--- config.mk ---
export PLATFORM = sky130hd
export DESIGN_NAME = length_prefixed_frame_parser
export DESIGN_NICKNAME = d
export VERILOG_FILES = /design/src/lpfp_pkg.sv /design/src/length_prefixed_frame_parser.sv /design/src/lpfp_parse.sv
export SDC_FILE = /design/constraint.sdc
export NUM_CORES = 1
export LEC_CHECK = 0
export ABC_AREA = 1
export BUFFER_PORTS_ARGS = -buffer_cell sky130_fd_sc_hd__buf_2
export CAP_MARGIN = 20
export CORE_UTILIZATION = 39
export CTS_BUF_LIST = sky130_fd_sc_hd__clkbuf_2
export CTS_CLUSTER_SIZE = 28
export DETAILED_ROUTE_END_ITERATION = 8
export MAX_ROUTING_LAYER = met4
export PLACE_DENSITY_LB_ADDON = 0.08
export SLEW_MARGIN = 0
export SYNTH_ARGS = -nofsm -noshare
export SYNTH_HDL_FRONTEND = slang
export SYNTH_SLANG_ARGS = --single-unit
--- constraint.sdc ---
create_clock -name clk -period 6.01 [get_ports clk]
set_input_delay 1.202 -clock clk [delete_from_list [all_inputs] [get_ports clk]]
set_output_delay 1.202 -clock clk [all_outputs]
set_load 0.005 [all_outputs]
--- src/lpfp_pkg.sv ---
// ----------------------------------------------------------------------------
// lpfp_pkg
// Shared types for the length-prefixed frame parser: section codes and the
// per-beat result record.
// ----------------------------------------------------------------------------
package lpfp_pkg;

  localparam int unsigned BYTE_W = 8;
  localparam int unsigned TAG_W  = 3;
  localparam int unsigned OFF_W  = 16;
  localparam int unsigned SRC_W  = 8;
  localparam int unsigned LEN_W  = 16;
  localparam int unsigned CSUM_W = 32;

  typedef enum logic [TAG_W-1:0] {
    SEC_SOURCE   = 3'd0,
    SEC_CMDLEN   = 3'd1,
    SEC_PAYLEN   = 3'd2,
    SEC_CHECKSUM = 3'd3,
    SEC_COMMAND  = 3'd4,
    SEC_PAYLOAD  = 3'd5
  } section_t;

  typedef struct packed {
    logic [BYTE_W-1:0] data;
    logic [TAG_W-1:0]  tag;
    logic [OFF_W-1:0]  offset;
    logic              done;
    logic [SRC_W-1:0]  source_id;
    logic [LEN_W-1:0]  command_len;
    logic [LEN_W-1:0]  payload_len;
    logic [CSUM_W-1:0] checksum;
  } lpfp_result_t;

endpackage

--- src/length_prefixed_frame_parser.sv ---
// An accepted input beat passes through the input register, then the result
//   register, before out_valid rises.
// Throughput: 1 byte per cycle unless the result side stalls; the frame state
//   updates in the same cycle a byte moves from the input to the result register.
// Reset: synchronous, active low; clears both valid flags and the frame state,
//   the parser starts in the source index section.
// ----------------------------------------------------------------------------
// length_prefixed_frame_parser
// Streams received bytes through, tagging each with its frame section and
// offset and presenting the assembled header on the last byte of a frame.
// ----------------------------------------------------------------------------
module length_prefixed_frame_parser
  import lpfp_pkg::*;
(
  input  logic              clk,
  input  logic              rst_n,
  input  logic              in_valid,
  output logic              in_ready,
  input  logic [BYTE_W-1:0] in_rx_byte,
  output logic              out_valid,
  input  logic              out_ready,
  output logic [BYTE_W-1:0] out_byte,
  output logic [TAG_W-1:0]  out_section_tag,
  output logic [OFF_W-1:0]  out_section_offset,
  output logic              out_frame_done,
  output logic [SRC_W-1:0]  out_source_id,
  output logic [LEN_W-1:0]  out_command_len,
  output logic [LEN_W-1:0]  out_payload_len,
  output logic [CSUM_W-1:0] out_frame_checksum
);

  logic              in_vld_r;
  logic [BYTE_W-1:0] in_byte_r;
  logic              out_vld_r;
  lpfp_result_t      res_r;
  lpfp_result_t      res_nxt;
  logic              advance;

  // move a beat into the result register when it is empty or being drained
  assign advance  = in_vld_r && (!out_vld_r || out_ready);
  assign in_ready = !in_vld_r || advance;

  lpfp_parse u_parse (
    .clk     (clk),
    .rst_n   (rst_n),
    .step    (advance),
    .rx_byte (in_byte_r),
    .result  (res_nxt)
  );

  always_ff @(posedge clk) begin
    if (!rst_n) begin
      in_vld_r  <= 1'b0;
      out_vld_r <= 1'b0;
    end else begin
      if (in_ready) begin
        in_vld_r <= in_valid;
      end
      if (advance) begin
        out_vld_r <= 1'b1;
      end else if (out_ready) begin
        out_vld_r <= 1'b0;
      end
    end
  end

  always_ff @(posedge clk) begin
    if (in_ready && in_valid) begin
      in_byte_r <= in_rx_byte;
    end
    if (advance) begin
      res_r <= res_nxt;
    end
  end

  assign out_valid          = out_vld_r;
  assign out_byte           = res_r.data;
  assign out_section_tag    = res_r.tag;
  assign out_section_offset = res_r.offset;
  assign out_frame_done     = res_r.done;
  assign out_source_id      = res_r.source_id;
  assign out_command_len    = res_r.command_len;
  assign out_payload_len    = res_r.payload_len;
  assign out_frame_checksum = res_r.checksum;

endmodule

--- src/lpfp_parse.sv ---
// ----------------------------------------------------------------------------
// lpfp_parse
// Frame state and header capture. Given one byte and a step strobe, tags the
// byte, assembles the header fields and advances the section walk.
// ----------------------------------------------------------------------------
module lpfp_parse
  import lpfp_pkg::*;
(
  input  logic              clk,
  input  logic              rst_n,
  input  logic              step,
  input  logic [BYTE_W-1:0] rx_byte,
  output lpfp_result_t      result
);

  localparam logic [LEN_W-1:0] LEN_SOURCE   = LEN_W'(1);
  localparam logic [LEN_W-1:0] LEN_CMDLEN   = LEN_W'(2);
  localparam logic [LEN_W-1:0] LEN_PAYLEN   = LEN_W'(2);
  localparam logic [LEN_W-1:0] LEN_CHECKSUM = LEN_W'(4);

  section_t          section_r, section_nxt;
  logic [OFF_W-1:0]  offset_r, offset_nxt;
  logic [SRC_W-1:0]  source_r, source_nxt;
  logic [LEN_W-1:0]  cmd_len_r, cmd_len_nxt;
  logic [LEN_W-1:0]  pay_len_r, pay_len_nxt;
  logic [CSUM_W-1:0] csum_r, csum_nxt;

  // values after capture of this beat, before any end-of-frame clear
  section_t          sec;
  logic [OFF_W-1:0]  off;
  logic [SRC_W-1:0]  src_cap;
  logic [LEN_W-1:0]  cmd_cap;
  logic [LEN_W-1:0]  pay_cap;
  logic [CSUM_W-1:0] csum_cap;
  logic [LEN_W-1:0]  sec_len;
  logic              sec_last;
  logic              frame_end;
  section_t          sec_after;

  // unused codes fall back to the source section
  always_comb begin
    if (section_r > SEC_PAYLOAD) begin
      sec = SEC_SOURCE;
      off = '0;
    end else begin
      sec = section_r;
      off = offset_r;
    end
  end

  // header capture and result
  always_comb begin
    src_cap  = source_r;
    cmd_cap  = cmd_len_r;
    pay_cap  = pay_len_r;
    csum_cap = csum_r;
    unique case (sec)
      SEC_SOURCE: begin
        src_cap = rx_byte;
      end
      SEC_CMDLEN: begin
        cmd_cap = off[0] ? (cmd_len_r | {rx_byte, 8'h00}) : (cmd_len_r | {8'h00, rx_byte});
      end
      SEC_PAYLEN: begin
        pay_cap = off[0] ? (pay_len_r | {rx_byte, 8'h00}) : (pay_len_r | {8'h00, rx_byte});
      end
      SEC_CHECKSUM: begin
        csum_cap = csum_r | (CSUM_W'(rx_byte) << {off[1:0], 3'b000});
      end
      default: begin
      end
    endcase

    result.data        = rx_byte;
    result.tag         = sec;
    result.offset      = off;
    result.done        = frame_end;
    result.source_id   = src_cap;
    result.command_len = cmd_cap;
    result.payload_len = pay_cap;
    result.checksum    = csum_cap;
  end

  // section walk, skipping empty command and payload sections
  always_comb begin
    unique case (sec)
      SEC_SOURCE:   sec_len = LEN_SOURCE;
      SEC_CMDLEN:   sec_len = LEN_CMDLEN;
      SEC_PAYLEN:   sec_len = LEN_PAYLEN;
      SEC_CHECKSUM: sec_len = LEN_CHECKSUM;
      SEC_COMMAND:  sec_len = cmd_cap;
      default:      sec_len = pay_cap;
    endcase
    sec_last = ({1'b0, off} + (OFF_W+1)'(1)) >= {1'b0, sec_len};

    frame_end = 1'b0;
    sec_after = SEC_SOURCE;
    unique case (sec)
      SEC_SOURCE:   sec_after = SEC_CMDLEN;
      SEC_CMDLEN:   sec_after = SEC_PAYLEN;
      SEC_PAYLEN:   sec_after = SEC_CHECKSUM;
      SEC_CHECKSUM: begin
        if (cmd_cap != '0) begin
          sec_after = SEC_COMMAND;
        end else if (pay_cap != '0) begin
          sec_after = SEC_PAYLOAD;
        end else begin
          frame_end = sec_last;
        end
      end
      SEC_COMMAND: begin
        if (pay_cap != '0) begin
          sec_after = SEC_PAYLOAD;
        end else begin
          frame_end = sec_last;
        end
      end
      default: begin
        frame_end = sec_last;
      end
    endcase

    if (frame_end) begin
      section_nxt = SEC_SOURCE;
      offset_nxt  = '0;
      source_nxt  = '0;
      cmd_len_nxt = '0;
      pay_len_nxt = '0;
      csum_nxt    = '0;
    end else begin
      source_nxt  = src_cap;
      cmd_len_nxt = cmd_cap;
      pay_len_nxt = pay_cap;
      csum_nxt    = csum_cap;
      if (sec_last) begin
        section_nxt = sec_after;
        offset_nxt  = '0;
      end else begin
        section_nxt = sec;
        offset_nxt  = off + OFF_W'(1);
      end
    end
  end

  always_ff @(posedge clk) begin
    if (!rst_n) begin
      section_r <= SEC_SOURCE;
      offset_r  <= '0;
      source_r  <= '0;
      cmd_len_r <= '0;
      pay_len_r <= '0;
      csum_r    <= '0;
    end else if (step) begin
      section_r <= section_nxt;
      offset_r  <= offset_nxt;
      source_r  <= source_nxt;
      cmd_len_r <= cmd_len_nxt;
      pay_len_r <= pay_len_nxt;
      csum_r    <= csum_nxt;
    end
  end

endmodule

==> parameters.txt <==
Parameter                              Value

Synth
  Netlist Area Pre-Place    approximately 9000 sq um
  Xor/xnor cell area share of the yosys netlist    ~1.1%
  Ys async rst share    0%
  Number of warning messages in the yosys log    0
  Combinational family with the most area after synthesis    simple AND/OR/NAND/NOR gates
  Number of enable-type register cells in the synthesized netlist    between 100 and 150
  Post-synth cell types    36
  Synthesized-area fraction occupied by ao, oa, aoi and oai cells    12.2%
  Prevailing post-synth register cell    edfxtp_1
  Post-Synth Adder-Cell Area    2.36%
  Proportion of synthesized area in mux cells    0%
  Sequential share of the synthesized area    56.6%
  Number of storage elements in the synthesis netlist    roughly 200
  Simple logic cell fraction of the synthesized area    around 16%
  Mapped Nets    1055
  Synthesized netlist cell count    between 1000 and 1500
  Syn avg cell area    around 8.8 sq um

STA
  Tmin final    4450 ps
  Max_slew headroom    38.4%
  Clock skew    ~64 ps
  Unrepaired setup endpoints after global routing    no
  Post-route fraction of the period consumed by the critical path    between 70 and 80%
  Total setup violations reported at the end of the flow    0
  Max-slew violation total from the final report    0
  Count of endpoints failing hold in the final timing report    0
  Slew of the pin with the lowest slew margin    around 910 ps
  Total negative setup slack    0 ps
  Maximum clock frequency    0.225 GHz
  Hold Worst Slack    between 400 and 500 ps

Worst setup path
  Arrival time at the worst endpoint    5160 ps
  Capturing point of the worst reg2reg path    u_parse.pay_len_r[3]
  Flop-to-flop setup slack    1560 ps
  Kind of critical path    reg -> reg
  Critical register-to-register path startpoint    u_parse.section_r[1]
  Worst Path Required    roughly 6700 ps
  CP Launch Type    register
  Maximum fanout along the worst path    64
  Count of cells along the worst register-to-register path    25
  Nature of the critical path endpoint    register

Clocking
  Clock-pin slew on the worst setup and hold paths    roughly 100 ps
  Maximum buffer depth of the clock tree    3
  Clock tree from TritonCTS    built
  Clock root buffer    clkbuf_2
  Worst-Skew Late Latency    slightly above 800 ps
  Number of buffers added by the clock tree synthesis step    53
  H-tree level count    2
  Number of buffers inserted by post-CTS setup repair    0
  Clock net sink count    roughly 200
  Cts-stage hold buffer count    0
  Number of gates resized after CTS    0

Global route
  Initial antenna violation count    1
  Maximum number of pins on one net before global-route repair    between 100 and 150
  Via count of the first global-routing pass    around 6800
  Total congestion overflow    0
  GRT Total Usage    slightly above 20%
  First-pass GRT wire length    36700 microns

Hold path
  Class of the tightest hold or removal check    reg -> reg
  Hold Crit Endpoint    u_parse.source_r[4]
  Number of instances on the worst hold path    2
  Startpoint of the worst hold path    u_parse.source_r[4]

Floorplanning
  Die span in x    between 150 and 200 microns
  Core region area    22600 sq um
  Ports    114
  Area of the die    roughly 24000 sq um
  Die height    roughly 150 microns
  Initial Util    roughly 40%
  Row Count    55

Placed design
  Total half-perimeter wirelength after legalization and detailed placement    ~15000 microns
  Final estimated routing congestion in global placement    approximately 0.83
  Number of I/O port buffers    113

Pwr
  Maximum vdd ir drop    0.000130 V
  Total power divided by cell area    274 nW/um^2
  Total power consumption of the routed design    2820 uW
  Static Leakage    0.00505 uW

Run
  Max-capacitance violation count    0

Routing
  Detailed Route WL    between 20000 and 25000 microns
  Count of nets left with antenna violations after detail routing    0
  Number of violations reported at the end of detailed-routing iteration 0    ~490
  Detailed-router iteration count before antenna repair    5
  Vias per cell    roughly 4.8
  Total via count after detailed routing    between 7000 and 8000
  Average detailed-routed wire length per instance    around 15 microns
  Number of design rule violations left after detail routing    0

Final layout
  Commonest cells after routing, fill and taps aside    192 x inv_1, 167 x nand2_1, 113 x buf_2
  Signed area change from the synthesized netlist to the final layout    14.1%
  Final-stage net count    between 1000 and 1500
  Most frequent standard cell in the layout excluding fill and tap cells    inv_1
  Fraction of layout instances using a drive strength above 1    23.4%

Run status
  Outcome    completed
## power breakdown
| group | switching [uW] | total [uW] | internal (uW) |
|---|---|---|---|
| combinational | 212 | 305 | 93.1 |
| sequential | 25.0 | 1530 | 1500 |
| clock | 576 | 990 | 413 |
## worst max-delay path by stage
stage                                     from                   end  slack [ps]  depth (start not counted)
after floorplan                      out_ready  u_parse.offset_r[13]        1040                          7
after global placement    u_parse.section_r[1]  u_parse.offset_r[12]        1640                         22
after detailed placement  u_parse.section_r[1]     u_parse.csum_r[0]        1580                         25
after CTS                 u_parse.section_r[1]  u_parse.offset_r[12]        1550                         22
after global routing      u_parse.section_r[1]  u_parse.offset_r[12]        1100                         22
final                     u_parse.section_r[1]  u_parse.pay_len_r[3]        1560                         25
## per-layer routing
layer  part of all wire [%]  GRT usage, %
met1                     49          28.3
met2                     43          29.5
met3                    5.8          4.37
met4                    2.0          6.33
met5                      0             -
## state kept, by name, indices dropped and copies added, names as in the netlist
register / count
out_frame_checksum: 32
u_parse.csum_r: 32
out_command_len: 16
out_payload_len: 16
out_section_offset: 16
u_parse.cmd_len_r: 16
u_parse.offset_r: 16
u_parse.pay_len_r: 16
in_byte_r: 8
out_byte: 8
out_source_id: 8
u_parse.source_r: 8
out_section_tag: 3
u_parse.section_r: 3
in_vld_r: 1
out_frame_done: 1
out_valid: 1
## synthesized netlist by cell type, drive strengths merged (2+ instances only)
cell type  count  area (sq um)
nand4          5          31.3
dfxtp         93          1860
xor2           7          61.3
ha            17           213
o22ai         13          81.3
inv          223           840
nor2         106           405
xnor2          4          35.0
o21ai         76           380
nor3           3          15.0
a21oi         67           354
edfxtp       108          3240
a211oi        13          97.6
clkbuf        23          86.3
o21bai         7          52.6
or2            8          50.1
nand2        191           801
buf           14           125
nand3         25           140
o211a          2          20.0
clkinv         2          7.51
a31oi         16           100
## area by class of cell
type | count | area [sq um]
antenna | 1 | 2.50
clock buffer | 82 | 410
clock inverter | 18 | 109
fill | 2300 | 12300
inverter | 225 | 852
multi-input combinational | 563 | 2860
sequential | 201 | 5100
tap | 285 | 357
timing repair buffer | 118 | 603
## per-stage QoR
| step | util [%] | std cells | area (sq um) | setup WS, ps |
|---|---|---|---|---|
| floorplan | - | 1026 | 9020 | 1040 |
| global placement | 43.2 | 1392 | 9780 | 1640 |
| detailed placement | 43.2 | 1392 | 9780 | 1580 |
| CTS | 45.5 | 1492 | 10300 | 1550 |
| global route | 45.5 | 1493 | 10300 | 1100 |
| finish | 45.5 | 1493 | 10300 | 1560 |
## cells by family after synthesis
family                   Yosys count
XOR/XNOR                          11
AO/OA/AOI/OAI                    196
flip-flops                       201
adder cells (fa/ha/maj)           17
AND/OR/NAND/NOR                  339
buffers and inverters            262
## worst max-delay path, cell delays in order, from the launching register on
cell and delay, ps:
dfxtp_1 370, nand2_2 320, inv_2 210, nor2_1 210
ha_1 260, nand4_1 180, nor3_1 320, nand2_1 110
nor2_1 140, xor2_1 170, inv_1 80, ha_1 300
nand2_1 60, nor2_1 110, nand2_1 80, o21bai_1 160
nand2_1 70, nand2_1 40, nand2_1 50, nand2_1 90
nand2_1 240, nand2_4 150, inv_4 100, nand2_8 250
nand2_1 180, inv_1 50
No activity file was read; power rests on OpenSTA's default activity.
